## src/rtl/core/hfcp_pkg.sv

```systemverilog
// shared constants, register indexes and control/status types of the frame parser
package hfcp_pkg;

    localparam int MAX_DATA    = 9;
    localparam int STORE_DEPTH = MAX_DATA + 1;
    localparam int CNT_W       = $clog2(STORE_DEPTH);
    localparam int BYTE_W      = 8;
    localparam int LEN_W       = 4;
    localparam int LEN_CW      = (CNT_W > LEN_W) ? CNT_W : LEN_W;
    localparam int CFG_IDX_W   = 3;
    localparam int CFG_DATA_W  = 8;

    localparam logic [BYTE_W-1:0] HEADER_FIRST_RST  = 8'hAA;
    localparam logic [BYTE_W-1:0] HEADER_SECOND_RST = 8'hBB;
    localparam logic [BYTE_W-1:0] LONG_COMMAND_RST  = 8'h10;
    localparam logic [BYTE_W-1:0] TAIL_BYTE_RST     = 8'hFA;
    localparam logic [LEN_W-1:0]  LONG_LENGTH_RST   = 4'd9;
    localparam logic [LEN_W-1:0]  SHORT_LENGTH_RST  = 4'd4;

    typedef enum logic [CFG_IDX_W-1:0] {
        REG_HEADER_FIRST  = 3'd0,
        REG_HEADER_SECOND = 3'd1,
        REG_LONG_COMMAND  = 3'd2,
        REG_TAIL_BYTE     = 3'd3,
        REG_LONG_LENGTH   = 3'd4,
        REG_SHORT_LENGTH  = 3'd5
    } cfg_idx_t;

    typedef struct packed {
        logic in_ready;
        logic wr_cmd;
        logic wr_body;
        logic start_emit;
        logic kind_short;
        logic emit_en;
    } ctrl_cmd_t;

    typedef struct packed {
        logic hdr1_hit;
        logic hdr2_hit;
        logic long_hit;
        logic long_full;
        logic short_full;
        logic issue_last;
    } dp_status_t;

endpackage

```

## src/rtl/core/header_framed_command_parser.sv

```systemverilog
// top level of the header-framed command parser
//
// input stream: one received byte per transfer, tuser flags an inter-byte timeout,
// which sends the parser back to header hunting before the byte is looked at.
// the parser hunts for two header bytes, takes a command byte, then a fixed
// number of data bytes (long or short frame) and a tail byte.
// while parsing, one byte is taken every cycle.
// on the tail byte tready drops; the command byte and the data bytes are read
// back from a small body store, one per cycle, and sent on the output stream
// with frame kind and tail match in tuser and tlast on the final one.
// a frame with n data bytes gives n+1 results, read through the single read
// port of the body store; tready returns once the last store read is issued,
// and each result passes the store read register and then the output register.
// a stalled receiver holds the output register and pauses the store reads;
// the input side may already resume while the last results drain.
// reset puts the parser into hunting, empties the output and loads the default
// header, command, tail and length registers; the user must write config through
// cfg_we/cfg_index/cfg_data only while idle; the block does not enforce this.
module header_framed_command_parser (
    input  logic                            clk,
    input  logic                            rst_n,
    input  logic                            cfg_we,
    input  logic [hfcp_pkg::CFG_IDX_W-1:0]  cfg_index,
    input  logic [hfcp_pkg::CFG_DATA_W-1:0] cfg_data,
    input  logic                            s_axis_tvalid,
    output logic                            s_axis_tready,
    input  logic [7:0]                      s_axis_tdata,  // rx_byte
    input  logic                            s_axis_tuser,  // timed_out
    output logic                            m_axis_tvalid,
    input  logic                            m_axis_tready,
    output logic [7:0]                      m_axis_tdata,  // out_byte
    output logic [1:0]                      m_axis_tuser,  // frame_kind in bit 0, tail_ok in bit 1
    output logic                            m_axis_tlast
);
    import hfcp_pkg::*;

    ctrl_cmd_t  cmd;
    dp_status_t status;

    hfcp_ctrl u_ctrl (
        .clk       (clk),
        .rst_n     (rst_n),
        .in_valid  (s_axis_tvalid),
        .timed_out (s_axis_tuser),
        .status    (status),
        .cmd       (cmd)
    );

    hfcp_dp u_dp (
        .clk        (clk),
        .rst_n      (rst_n),
        .cfg_we     (cfg_we),
        .cfg_index  (cfg_index),
        .cfg_data   (cfg_data),
        .rx_byte    (s_axis_tdata),
        .cmd        (cmd),
        .status     (status),
        .out_ready  (m_axis_tready),
        .out_valid  (m_axis_tvalid),
        .out_byte   (m_axis_tdata),
        .frame_kind (m_axis_tuser[0]),
        .tail_ok    (m_axis_tuser[1]),
        .last       (m_axis_tlast)
    );

    assign s_axis_tready = cmd.in_ready;

endmodule

```

## src/rtl/core/hfcp_ram.sv

```systemverilog
// generic simple dual-port ram with registered read
module hfcp_ram #(
    parameter int WIDTH = 8,
    parameter int DEPTH = 16
) (
    input  logic                     clk,
    input  logic                     wr_en,
    input  logic [$clog2(DEPTH)-1:0] wr_addr,
    input  logic [WIDTH-1:0]         wr_data,
    input  logic                     rd_en,
    input  logic [$clog2(DEPTH)-1:0] rd_addr,
    output logic [WIDTH-1:0]         rd_data
);

    logic [WIDTH-1:0] mem [DEPTH];
    logic [WIDTH-1:0] rd_data_reg;

    always_ff @(posedge clk)
    begin
        if (wr_en)
        begin
            mem[wr_addr] <= wr_data;
        end
        if (rd_en)
        begin
            rd_data_reg <= mem[rd_addr];
        end
    end

    assign rd_data = rd_data_reg;

endmodule

```

## src/rtl/core/hfcp_ctrl.sv

```systemverilog
// frame parser controller: header hunt, command, body and emission sequencing
module hfcp_ctrl (
    input  logic               clk,
    input  logic               rst_n,
    input  logic               in_valid,
    input  logic               timed_out,
    input  hfcp_pkg::dp_status_t status,
    output hfcp_pkg::ctrl_cmd_t  cmd
);
    import hfcp_pkg::*;

    typedef enum logic [2:0] {
        S_HUNT1,
        S_HUNT2,
        S_CMD,
        S_LONG,
        S_SHORT,
        S_EMIT
    } state_t;

    state_t state_reg;
    state_t state_next;
    state_t eff_state;
    logic   in_fire;
    logic   full;

    assign in_fire   = in_valid && (state_reg != S_EMIT);
    assign eff_state = timed_out ? S_HUNT1 : state_reg;
    assign full      = (eff_state == S_LONG) ? status.long_full : status.short_full;

    always_comb
    begin
        state_next     = state_reg;
        cmd            = '0;
        cmd.in_ready   = (state_reg != S_EMIT);
        cmd.emit_en    = (state_reg == S_EMIT);
        cmd.kind_short = (eff_state == S_SHORT);
        if (state_reg == S_EMIT)
        begin
            if (status.issue_last)
            begin
                state_next = S_HUNT1;
            end
        end
        else if (in_fire)
        begin
            case (eff_state)
                S_HUNT2:
                begin
                    if (status.hdr2_hit)
                        state_next = S_CMD;
                    else if (status.hdr1_hit)
                        state_next = S_HUNT2;
                    else
                        state_next = S_HUNT1;
                end
                S_CMD:
                begin
                    cmd.wr_cmd = 1'b1;
                    state_next = status.long_hit ? S_LONG : S_SHORT;
                end
                S_LONG, S_SHORT:
                begin
                    if (full)
                    begin
                        cmd.start_emit = 1'b1;
                        state_next     = S_EMIT;
                    end
                    else
                    begin
                        cmd.wr_body = 1'b1;
                        state_next  = eff_state;
                    end
                end
                default:
                begin
                    state_next = status.hdr1_hit ? S_HUNT2 : S_HUNT1;
                end
            endcase
        end
    end

    always_ff @(posedge clk or negedge rst_n)
    begin
        if (!rst_n)
        begin
            state_reg <= S_HUNT1;
        end
        else
        begin
            state_reg <= state_next;
        end
    end

endmodule

```

## src/rtl/core/hfcp_dp.sv

```systemverilog
// frame parser datapath: config registers, body store, read pipeline and output register
module hfcp_dp (
    input  logic                              clk,
    input  logic                              rst_n,
    input  logic                              cfg_we,
    input  logic [hfcp_pkg::CFG_IDX_W-1:0]    cfg_index,
    input  logic [hfcp_pkg::CFG_DATA_W-1:0]   cfg_data,
    input  logic [hfcp_pkg::BYTE_W-1:0]       rx_byte,
    input  hfcp_pkg::ctrl_cmd_t               cmd,
    output hfcp_pkg::dp_status_t              status,
    input  logic                              out_ready,
    output logic                              out_valid,
    output logic [hfcp_pkg::BYTE_W-1:0]       out_byte,
    output logic                              frame_kind,
    output logic                              tail_ok,
    output logic                              last
);
    import hfcp_pkg::*;

    logic [BYTE_W-1:0] header_first_reg;
    logic [BYTE_W-1:0] header_second_reg;
    logic [BYTE_W-1:0] long_command_reg;
    logic [BYTE_W-1:0] tail_byte_reg;
    logic [LEN_W-1:0]  long_length_reg;
    logic [LEN_W-1:0]  short_length_reg;

    logic [CNT_W-1:0]  body_count_reg, body_count_next;
    logic [CNT_W-1:0]  emit_idx_reg, emit_idx_next;
    logic              kind_reg, ok_reg;
    logic              rd_pend_reg, rd_pend_next;
    logic              rd_kind_reg, rd_ok_reg, rd_last_reg;
    logic              out_valid_reg, out_valid_next;
    logic [BYTE_W-1:0] out_byte_reg;
    logic              out_kind_reg, out_ok_reg, out_last_reg;

    logic [LEN_CW-1:0] long_len_c, short_len_c, count_ext;
    logic              move, issue, idx_last;
    logic              wr_en;
    logic [CNT_W-1:0]  wr_addr;
    logic [BYTE_W-1:0] rd_data;

    // lengths saturate at MAX_DATA, the store size less the command slot
    assign long_len_c  = (LEN_CW'(long_length_reg) > LEN_CW'(MAX_DATA)) ?
                         LEN_CW'(MAX_DATA) : LEN_CW'(long_length_reg);
    assign short_len_c = (LEN_CW'(short_length_reg) > LEN_CW'(MAX_DATA)) ?
                         LEN_CW'(MAX_DATA) : LEN_CW'(short_length_reg);
    assign count_ext   = LEN_CW'(body_count_reg);

    assign status.hdr1_hit   = (rx_byte == header_first_reg);
    assign status.hdr2_hit   = (rx_byte == header_second_reg);
    assign status.long_hit   = (rx_byte == long_command_reg);
    assign status.long_full  = (count_ext >= long_len_c);
    assign status.short_full = (count_ext >= short_len_c);

    assign move     = rd_pend_reg && (!out_valid_reg || out_ready);
    assign issue    = cmd.emit_en && (!rd_pend_reg || move);
    assign idx_last = (emit_idx_reg == body_count_reg);
    assign status.issue_last = issue && idx_last;

    assign wr_en   = cmd.wr_cmd || cmd.wr_body;
    assign wr_addr = cmd.wr_cmd ? '0 : CNT_W'(body_count_reg + 1'b1);

    hfcp_ram #(
        .WIDTH (BYTE_W),
        .DEPTH (STORE_DEPTH)
    ) u_store (
        .clk     (clk),
        .wr_en   (wr_en),
        .wr_addr (wr_addr),
        .wr_data (rx_byte),
        .rd_en   (issue),
        .rd_addr (emit_idx_reg),
        .rd_data (rd_data)
    );

    always_comb
    begin
        body_count_next = body_count_reg;
        if (cmd.wr_cmd)
            body_count_next = '0;
        else if (cmd.wr_body)
            body_count_next = CNT_W'(body_count_reg + 1'b1);

        emit_idx_next = emit_idx_reg;
        if (cmd.start_emit)
            emit_idx_next = '0;
        else if (issue)
            emit_idx_next = CNT_W'(emit_idx_reg + 1'b1);

        rd_pend_next = issue ? 1'b1 : (move ? 1'b0 : rd_pend_reg);
        out_valid_next = move ? 1'b1 : (out_ready ? 1'b0 : out_valid_reg);
    end

    always_ff @(posedge clk or negedge rst_n)
    begin
        if (!rst_n)
        begin
            header_first_reg  <= HEADER_FIRST_RST;
            header_second_reg <= HEADER_SECOND_RST;
            long_command_reg  <= LONG_COMMAND_RST;
            tail_byte_reg     <= TAIL_BYTE_RST;
            long_length_reg   <= LONG_LENGTH_RST;
            short_length_reg  <= SHORT_LENGTH_RST;
            body_count_reg    <= '0;
            emit_idx_reg      <= '0;
            rd_pend_reg       <= 1'b0;
            out_valid_reg     <= 1'b0;
        end
        else
        begin
            if (cfg_we)
            begin
                case (cfg_index)
                    REG_HEADER_FIRST:  header_first_reg  <= cfg_data;
                    REG_HEADER_SECOND: header_second_reg <= cfg_data;
                    REG_LONG_COMMAND:  long_command_reg  <= cfg_data;
                    REG_TAIL_BYTE:     tail_byte_reg     <= cfg_data;
                    REG_LONG_LENGTH:   long_length_reg   <= cfg_data[LEN_W-1:0];
                    REG_SHORT_LENGTH:  short_length_reg  <= cfg_data[LEN_W-1:0];
                    default: ;
                endcase
            end
            body_count_reg <= body_count_next;
            emit_idx_reg   <= emit_idx_next;
            rd_pend_reg    <= rd_pend_next;
            out_valid_reg  <= out_valid_next;
        end
    end

    // payload registers
    always_ff @(posedge clk)
    begin
        if (cmd.start_emit)
        begin
            kind_reg <= cmd.kind_short;
            ok_reg   <= (rx_byte == tail_byte_reg);
        end
        if (issue)
        begin
            rd_kind_reg <= kind_reg;
            rd_ok_reg   <= ok_reg;
            rd_last_reg <= idx_last;
        end
        if (move)
        begin
            out_byte_reg <= rd_data;
            out_kind_reg <= rd_kind_reg;
            out_ok_reg   <= rd_ok_reg;
            out_last_reg <= rd_last_reg;
        end
    end

    assign out_valid  = out_valid_reg;
    assign out_byte   = out_byte_reg;
    assign frame_kind = out_kind_reg;
    assign tail_ok    = out_ok_reg;
    assign last       = out_last_reg;

endmodule

```

## config.mk

```make
export PLATFORM = sky130hd
export DESIGN_NAME = header_framed_command_parser
export DESIGN_NICKNAME = d
export VERILOG_FILES = /design/src/rtl/core/hfcp_pkg.sv /design/src/rtl/core/header_framed_command_parser.sv /design/src/rtl/core/hfcp_ram.sv /design/src/rtl/core/hfcp_ctrl.sv /design/src/rtl/core/hfcp_dp.sv
export SDC_FILE = /design/constraint.sdc
export NUM_CORES = 1
export LEC_CHECK = 0
export ABC_AREA = 1
export BUFFER_PORTS_ARGS = -buffer_cell sky130_fd_sc_hd__buf_2
export CAP_MARGIN = 30
export CORE_ASPECT_RATIO = 1.5
export CORE_MARGIN = 1.5
export CORE_UTILIZATION = 35
export DETAILED_ROUTE_END_ITERATION = 8
export PLACE_DENSITY_LB_ADDON = 0.3
export SYNTH_ARGS = -nofsm -noshare
export SYNTH_HDL_FRONTEND = slang
export SYNTH_SLANG_ARGS = --single-unit
```

## constraint.sdc

```tcl
create_clock -name clk -period 4.4 [get_ports clk]
set_input_delay 0.88 -clock clk [delete_from_list [all_inputs] [get_ports clk]]
set_output_delay 0.88 -clock clk [all_outputs]
set_load 0.1 [all_outputs]
```

Yosys cells after proc, flatten, opt, wreduce, memory -nomap -nowiden:

Memory sizes are Yosys's and may differ from the RTL's. A register that Yosys moved wholly into a read port is not among the register bits.
Cells that the tools add are included.
W data, S select, Z words.

* word-level logic and storage cells: 96
* output and inout bits: 13
* input bits: 25
* memories kept: 1
* memory bits (writable): 80
* flip-flop bits (word level): 69

Memories
* u_dp.u_store.mem: depth 10, width 8, read ports 1, clocked after Yosys merged registers in 1, wr ports 1, line hfcp_ram.sv:15 `logic [WIDTH-1:0] mem [DEPTH];`

* equality and inequality tests: 17
* mux-type cells: 29
* magnitude comparators: 4
* reduce and logical (&&, ||, !) cells: 23
* add/sub/neg operators: 2

Operators with widths (count)
* $eq A8 B8 Y1: 4
* $mux W4: 7
* $mux W3: 9
* $reduce_and A2 Y1: 7
* $eq A3 B2 Y1 const B: 4
* $eq A3 B3 Y1 const B: 4
* $mux W1: 11
* $reduce_bool A2 Y1: 5
* $pmux W3 S3: 1
* $add A4 B1 Y4 const B: 2
* $ge A4 B4 Y1: 2
* $gt A4 B4 Y1 const B: 2
* $eq A3 B1 Y1 const B: 2
* $eq A4 B4 Y1: 1
* $logic_and A1 B1 Y1: 4
* $logic_not A3 Y1: 1
* $logic_or A1 B1 Y1: 3
* $ne A3 B3 Y1 const B: 1
* $logic_not A1 Y1: 2
* $mux W2: 1
* $ne A2 B2 Y1 const B: 1
* $reduce_or A2 Y1: 1

Longest topological paths before layout:

Gate-level depths: netlist (run 1).

* word-level depth: 11
* mapped depth: 14
* mapped depth without buffers: 14

By module:

Synthesis (run 1) repeated with hierarchy kept, for this count alone.

* cell total of the unflattened synthesis: 758
* area total of the unflattened synthesis: 7398.3 um^2

By module, submodules not included
* hfcp_ram: cells each 335, instances 1, sequential area each 2642.5 um^2, area an instance 3743.6 um^2
* hfcp_dp: cells each 356, instances 1, sequential area each 1756.7 um^2, area an instance 3286.9 um^2
* hfcp_ctrl: cells each 67, instances 1, sequential area each 75.1 um^2, area an instance 367.9 um^2

Worst setup path after synthesis (run 1):

No wires, ideal clock.

* path type: in2reg
* start: input port s_axis_tuser
* end: memory u_dp.u_store.mem[1][0] (enable)
* buffers on the path: 1
* library setup time: 0.370 ns
* data required time: 4.030 ns
* slack: 1.897 ns
* stages on the path: 9
* data arrival time: 2.133 ns
* cells stage by stage: inv_1 -> nand2_1 -> nor3_2 -> and2_4 -> buf_6 -> nor2_8 -> nor2_1 -> nand2_2 -> nor2_1

* longest elaborated chain between the ends: 10
* elaborated cells between the ends (all ways): 15
* classes of those cells: eq/ne (3); mux (10); reduce/logical (2)

Ends and longest elaborated chain
* start: declaration: line header_framed_command_parser.sv:28 `input logic s_axis_tuser,`
* $mux W3 *: line hfcp_ctrl.sv:28 `assign eff_state = timed_out ? S_HUNT1 : state_reg;`
* $eq A3 B2 Y1: line hfcp_ctrl.sv:29, hfcp_ctrl.sv:47
* $mux W1: line hfcp_ctrl.sv:29 `assign full = (eff_state == S_LONG) ? status.long_full : status.short_full;`
* $mux W1: line hfcp_ctrl.sv:64 `if (full)`
* $mux W2: line hfcp_ctrl.sv:47 `case (eff_state)`
* $mux W3 *: line hfcp_ctrl.sv:45 `else if (in_fire)`
* $mux W3 *: line hfcp_ctrl.sv:38 `if (state_reg == S_EMIT)`
* $logic_or A1 B1 Y1: line hfcp_dp.sv:60 `assign wr_en = cmd.wr_cmd || cmd.wr_body;`
* $mux W1: line hfcp_ram.sv:20 `if (wr_en)`
* $mux W1 (not written as such): line hfcp_ram.sv:22 `mem[wr_addr] <= wr_data;`
* end: declaration: line hfcp_ram.sv:15

Every way passes the cells marked *; elsewhere a longest branch is shown, timed or not.

Worst setup path after layout (run 1):

* start: register u_dp.short_length_reg[1]
* end: memory u_dp.u_store.mem[3][6] (enable)

* longest elaborated chain between the ends: 11

Ends and longest elaborated chain
* start: declaration: line hfcp_dp.sv:25 `logic [LEN_W-1:0] short_length_reg;`
* start signal: assignment: line hfcp_dp.sv:119 `REG_SHORT_LENGTH: short_length_reg <= cfg_data[LEN_W-1:0];`
* $gt A4 B4 Y1: line hfcp_dp.sv:45 `assign short_len_c = (LEN_CW'(short_length_reg) > LEN_CW'(MAX_DATA)) ?`
* $mux W4 *: line hfcp_dp.sv:45
* $ge A4 B4 Y1 *: line hfcp_dp.sv:53 `assign status.short_full = (count_ext >= short_len_c);`
* $mux W1 *: line hfcp_ctrl.sv:29
* $mux W1 *: line hfcp_ctrl.sv:64
* $mux W2 *: line hfcp_ctrl.sv:47
* $mux W3 *: line hfcp_ctrl.sv:45
* $mux W3 *: line hfcp_ctrl.sv:38
* $logic_or A1 B1 Y1 *: line hfcp_dp.sv:60
* $mux W1 *: line hfcp_ram.sv:20
* $mux W1 (not written as such) *: line hfcp_ram.sv:22

Marks and branches as above.

==> run_results.csv, run 1 <==
group,metric,value,unit
yosys,netlist_area,6910,um2
cts,clock-sinks,157,
drt,ant_nets,0,
cts,htreeDepth,4,
critical_path,rr_endpoint,"u_dp.u_store.mem[3][6]",
critical_path,crit_chain,"o21ai_0 > nand2_1 > ha_1 > o21ai_0 > nand2_1 > nand2_1 > nand2_1 > nand2_2 > nand2_2 > nand2_4 > nand2_2 > nor3_2",
final_layout,final_cell_mix,"nand2_1, edfxtp_1, o21ai_0",
yosys,synth_fp_nets,666,
cts,clock_latency,430,ps
critical_path,worstReg2RegStart,"u_dp.short_length_reg[1]",
final_layout,final_common_cell,"nand2_1",
critical_path,crit_fanout,8,
sta,fin_tns_setup,0,ps
placement,pre_cts_ws,1480,ps
cts,path_clk_slew,70,ps
critical_path,worstSetupPathDepth,12,
grt,gr-total-overflow,0,
final_layout,layoutNonFillerInstCount,931,
placement,portBuffers,37,
drt,drtIter0Drc,359,
cts,cts_root_buf,"clkbuf_16",
grt,antenna_found_initial,0,
sta,finalClockSkew,14.3,ps
critical_path,startpoint,"u_dp.short_length_reg[1]",
critical_path,crit_path_top_delay_cell,"nor3_2",
cts,cts-hold-fix-buffers,0,
yosys,seq_area_frac_synth,64.8,%
sta,setup_ws,1670,ps
critical_path,crit_path_end,"u_dp.u_store.mem[3][6]",
sta,setup_violations,0,
sta,fin_crit_sh,62.0,%
critical_path,crit_top_cell,"nand2_1",
sta,slew_headroom,53.8,%
drt,vias,4546,
floorplan,rows,62,
floorplan,core-area,19200,um2
run,max_cap_viol_count,0,
floorplan,die_y,175,um
critical_path,critical-path-top-delay-family,"simple AND/OR/NAND/NOR gates",
power,vdd_drop_max,0.276,mV
placement,routabilityCongestion,0.886,
critical_path,r2r_setup_slack,1670,ps
drt,drc,0,
critical_path,path_buf_inv,0,
floorplan,start_util,35.9,%
yosys,synthDistinctLibCells,37,
floorplan,die-area,20600,um2
sta,rsz0062_at_grt,"false",
drt,dr.pass1.iters,5,
final_layout,nFillCells,1894,
critical_path,r2r_cells,12,
yosys,yosys_warnings,0,
grt,grt_pass1_vias,4704,
critical_path,slowest_delay,540,ps
sta,min_period,2730,ps
cts,cts_tree,"done",
yosys,synth-seq-cells,157,
final_layout,nets,697,
final_layout,area_growth,14.8,%
placement,dp.cells,899,
final_layout,num_antenna_cells,0,
grt,grt_first_pass_wirelength,25700,um
cts,cts_setup_buffers,0,
power,leakage,3.10,nW
final_layout,seq_area,4470,um2
grt,gr-usage-all-layers,16.7,%
drt,routedWlPerCell,17.3,um
cts,post_cts_resized,0,
grt,grt_start_max_net_pins,44,
run_status,status,"finished clean",
power,powerDensity,439,nW/um2
final_layout,largest_reg_flops,80,
drt,wirelength,16100,um
cts,cts_buffers,17,
sta,slew_violations,0,
final_layout,multi_input_area,2110,um2
worst_hold_path,min_path_type,"input port to asynchronous set/reset pin",
critical_path,worstSetupPathType,"register to register",
yosys,avgSynthCellArea,10.9,um2
sta,fmax,367,MHz
placement,dpl.hpwl,11400,um
final_layout,largest-register,"u_dp.u_store.mem",
critical_path,worstPathRequired,4460,ps
critical_path,worstPathArrival,2780,ps
floorplan,io_pins,38,
critical_path,crit_path_end_kind,"register",
sta,worst_pin_slew,690,ps
cts,clk_path_buf_depth,2,
sta,final-hold-violation-count,0,
final_layout,drive_gt1_share,17.2,%
floorplan,die_w,118,um
critical_path,crit_path_start_kind,"register",
drt,routed_via_density,4.88,
yosys,synthCells,631,
==> layout make-up <==
type	count	share of cell area (%)
Tap cell	256	4.04
Clock inverter	14	2.29
Timing Repair Buffer	41	2.71
Clock buffer	18	5.41
Multi-Input combinational cell	392	26.6
Sequential cell	157	56.4
Inverter	53	2.51
==> cell families after synthesis <==
group,Yosys count,share of synthesized area [%]
simple gates,226,14.6
flops,157,64.8
compound gates,122,9.78
buf+inv,82,4.69
xor+xnor,34,4.31
fa+ha+maj,10,1.81
==> layer usage <==
| layer | track usage (%) | routed length, um | vias up |
|---|---|---|---|
| met5 | 0 | 0 | - |
| met4 | 8.03 | 521 | 0 |
| met3 | 3.00 | 415 | 36 |
| met2 | 32.0 | 9210 | 86 |
| met1 | 17.3 | 5950 | 2204 |
| li1 | - | - | 2220 |
==> how the worst min path moves through the flow <==
| stage | slack, ps | depth (start not counted) | from | endpoint |
|---|---|---|---|---|
| 2_1_floorplan | 400 | 0 | u_dp.rd_kind_reg | u_dp.frame_kind |
| 5_1_grt | 430 | 0 | u_dp.rd_ok_reg | u_dp.tail_ok |
| 3_5_place_dp | 410 | 0 | u_dp.u_store.rd_data[2] | u_dp.out_byte[2] |
| 3_3_place_gp | 400 | 0 | u_dp.rd_last_reg | u_dp.last |
| 4_1_cts | 420 | 1 | rst_n | u_dp.short_length_reg[3] |
| 6_report | 410 | 1 | rst_n | u_dp.emit_idx_reg[0] |
==> where the power goes <==
group | switching [mW] | internal [mW]
clock network | 0.617 | 0.905
logic | 0.140 | 0.100
registers | 0.0513 | 1.67
total | 0.808 | 2.67
==> Yosys cell counts <==
library cell  number  area, um2
a21o_1             1       7.51
inv_1             47        176
nand3_2            1       10.0
nor2_8             1       20.0
buf_6              1       11.3
nand2_4            2       22.5
nand2_2            3       18.8
o22ai_1            4       25.0
a21oi_1            5       25.0
nand3_1           22        110
clkbuf_1          25       93.8
o211ai_1           4       30.0
o21ai_0           92        460
nand4_1            5       31.3
nor2_1            60        225
edfxtp_1         104       3120
ha_1              10        125
nand3_4            1       17.5
o221ai_1          12        105
nor2_4             1       11.3
nand2_1          115        432
nor2_2             4       25.0
a21boi_1           1       7.51
xnor2_1           24        210
o21ai_1            3       15.0
nand4_2            1       12.5
inv_2              5       18.8
xor2_1            10       87.6
dfrtp_1           33        826
nor3_2             4       40.0
dfstp_2           20        526
nor4_1             1       6.26
nor3_1             4       20.0
buf_4              2       15.0
clkinv_1           1       3.75
buf_2              1       5.00
and2_4             1       8.76
==> through the flow <==
| step | util (%) | power [mW] | area [um2] | hold WS [ps] |
|---|---|---|---|---|
| global route | 41.2 | 3.61 | 7930 | 428 |
| CTS | 41.2 | 3.50 | 7930 | 418 |
| floorplan | - | 1.91 | 6910 | 400 |
| global placement | 38.0 | 1.98 | 7310 | 403 |
| finish | 41.2 | 3.48 | 7930 | 407 |
| detailed placement | 38.0 | 1.99 | 7320 | 406 |
No activity file was read; power rests on OpenSTA's default activity.
==> run 2: changes to the inputs <==
ABC_AREA = 0   (was 1)
clock period = 2.82 ns   (was 4.4 ns; I/O delays follow)
==> run 2 against run 1 <==
Compared with the run above:
- cell count is 17% lower
- register-to-register slack worse by 1500 ps
- first-iteration DRC count shrank 43%
- design area increased by 2.1%
- sequential power is 59% higher
- critical path depth shrank 3
- fmax increased by 2.2%
- global-route usage is 1.7 points lower
- combinational power rose to 3.7 times the previous value
- die area grew 1.4%
- area after synthesis rose by 1.4%
- routed wire length shrank 8.2%
- critical endpoint is now u_dp.u_store.mem[8][0]
- largest power group unchanged
==> run_results.csv, run 2 <==
group,metric,value,unit
sta,final-hold-violation-count,0,
critical_path,crit_fanout,8,
sta,finalClockSkew,11.5,ps
yosys,yosys.area_share.simple,8.23,%
final_layout,final_common_cell,"edfxtp_1",
cts,htreeDepth,4,
floorplan,die-area,20900,um2
drt,wirelength,14800,um
yosys,synth_edf_count,104,
yosys,seq_area_frac_synth,63.9,%
final_layout,multi_input_area,2400,um2
sta,fin_crit_sh,94.6,%
sta,rsz0062_at_grt,"false",
sta,fin_tns_setup,0,ps
cts,clk_path_buf_depth,2,
critical_path,worstPathArrival,2790,ps
critical_path,startpoint,"u_dp.long_length_reg[2]",
final_layout,drive_gt1_share,35.0,%
yosys,synthDistinctLibCells,54,
cts,cts_setup_buffers,0,
cts,cts_buffers,17,
final_layout,nets,531,
grt,grt_first_pass_wirelength,23200,um
drt,ant_nets,0,
sta,min_period,2670,ps
yosys,avgSynthCellArea,15.7,um2
grt,gr-total-overflow,0,
yosys,yosys_warnings,0,
critical_path,crit_path_end_kind,"register",
drt,drc,0,
critical_path,slowest_delay,390,ps
grt,gr-usage-all-layers,15.0,%
power,finalPower,5.82,mW
floorplan,io_pins,38,
final_layout,final_cell_mix,"edfxtp_1, mux2_2, buf_2",
yosys,synth_top_area_cell,"edfxtp_1",
yosys,synthAdderAreaFrac,1.79,%
final_layout,area_growth,15.5,%
yosys,yosysMostFrequentCell,"edfxtp_1",
grt,antenna_found_initial,0,
cts,cts_tree,"done",
floorplan,core-area,19700,um2
final_layout,seq_area,4470,um2
final_layout,finish.utilization,41.1,%
critical_path,worstPathRequired,2940,ps
yosys,synth-seq-cells,157,
power,powerDensity,719,nW/um2
critical_path,r2r_cells,9,
run_status,status,"finished clean",
placement,dpl.hpwl,10600,um
final_layout,largest_reg_flops,80,
floorplan,die_y,176,um
critical_path,crit_path_start_kind,"register",
drt,routedWlPerCell,19.2,um
critical_path,crit_chain,"o21ai_0 > nand2b_1 > ha_1 > nand2b_1 > a21oi_1 > o211ai_2 > a21o_1 > a2111oi_4 > buf_4",
power,vdd_drop_max,0.446,mV
yosys,synth_top_area_share,44.6,%
cts,cts_root_buf,"clkbuf_16",
floorplan,start_util,35.6,%
yosys,netlist_top_cells_count,"edfxtp_1, mux2_2, dfrtp_1, xnor2_1",
floorplan,die_w,119,um
power,leakage,2.93,nW
sta,slew_headroom,45.9,%
critical_path,r2r_setup_slack,150,ps
final_layout,largest-register,"u_dp.u_store.mem",
sta,slew_violations,0,
drt,vias,3818,
run,max_cap_viol_count,0,
cts,cts-hold-fix-buffers,0,
critical_path,rr_endpoint,"u_dp.u_store.mem[8][0]",
yosys,synth_mux_area_share,13.3,%
yosys,synth_top_family_by_area,"multiplexers",
floorplan,rows,63,
drt,drtIter0Drc,203,
yosys,synth_xor_area_share,5.48,%
placement,portBuffers,37,
critical_path,crit_top_cell,"nand2b_1",
drt,routed_via_density,4.96,
yosys,synthFlopType,"edfxtp_1",
yosys,synth_fp_nets,482,
sta,setup_violations,0,
placement,routabilityCongestion,0.763,
drt,dr.pass1.iters,4,
sta,fmax,375,MHz
cts,path_clk_slew,70,ps
cts,clock-sinks,157,
grt,grt_start_max_net_pins,31,
yosys,netlist_area,7010,um2
critical_path,worstReg2RegStart,"u_dp.long_length_reg[2]",
cts,clock_latency,420,ps
final_layout,nFillCells,1818,
yosys,async_reset_ff_share,33.8,%
critical_path,crit_path_top_delay_cell,"dfrtp_1",
yosys,yosys-top-cells-area,"edfxtp_1, dfrtp_1, dfstp_2",
yosys,synth-compound-area-share,5.39,%
final_layout,num_antenna_cells,0,
worst_hold_path,min_path_type,"input port to asynchronous set/reset pin",
sta,whs,153,ps
critical_path,worstSetupPathType,"register to register",
grt,grt_pass1_vias,3957,
yosys,synthCells,447,
sta,worst_pin_slew,808,ps
run 2: cell types whose count changed after synthesis, sizes merged, moves of 13 or more:
cell    change
nand2     -102
clkbuf     -16
mux2       +39
o21ai      -85
mux4       +16
nand3      -19
nor2       -53
mux2i      +13
inv        -46
run 2: critical path: cells and delay by family (launching register included):
| family | cells | cell delay [ps] |
|---|---|---|
| AND/OR/NAND/NOR | 2 | 220 |
| flip-flops | 1 | 390 |
| AO/OA/AOI/OAI | 5 | 1240 |
| adder cells (fa/ha/maj) | 1 | 280 |
| buffers and inverters | 1 | 240 |
run 2: area by class of cell:
type | instances | share of cell area (%)
Tap cell | 260 | 4.02
Sequential cell | 157 | 55.3
Inverter | 6 | 0.278
Clock inverter | 14 | 1.68
Multi-Input combinational cell | 264 | 29.6
Timing Repair Buffer | 50 | 3.80
Clock buffer | 18 | 5.30
run 2: cell families after synthesis:
kind of cell	after synthesis
AO/OA/AOI/OAI	47
XOR/XNOR	43
adder cells (fa/ha/maj)	10
buffers and inverters	26
flip-flops	157
multiplexers	68
AND/OR/NAND/NOR	96
run 2: per-layer routing:
| layer | wire, um | vias up | GRT usage, % |
|---|---|---|---|
| met5 | 0 | - | 0 |
| met4 | 537 | 0 | 7.43 |
| met3 | 415 | 24 | 2.94 |
| met2 | 8310 | 76 | 27.9 |
| met1 | 5530 | 1925 | 16.1 |
| li1 | - | 1793 | - |
run 2: metrics by stage:
step,instances,setup slack (ps),instance area [um2]
2_1_floorplan,447,58.3,7010
3_3_place_gp,737,181,7520
3_5_place_dp,737,167,7520
4_1_cts,769,129,8090
5_1_grt,769,8.62,8090
6_report,769,152,8090
run 2: worst max-delay path by stage:
| stage | to | cells after the start |
|---|---|---|
| floorplan | u_ctrl.state_reg[2] | 6 |
| global placement | u_dp.u_store.mem[7][3] | 8 |
| detailed placement | u_dp.u_store.mem[3][4] | 8 |
| CTS | u_dp.u_store.mem[6][1] | 8 |
| global route | u_dp.u_store.mem[8][0] | 9 |
| finish | u_dp.u_store.mem[8][0] | 9 |
run 2: power breakdown:
| part | total, mW | internal [mW] | switching (mW) | leakage, nW |
|---|---|---|---|---|
| logic | 0.881 | 0.446 | 0.435 | 1.10 |
| registers | 2.74 | 2.65 | 0.0904 | 1.56 |
| clock network | 2.19 | 1.23 | 0.962 | 0.265 |
run 2: what timing repair did:
item,4_1_cts,5_1_grt
hold endpoints to repair,0,0
resized for setup,0,4
endpoints found under the setup margin,0,28
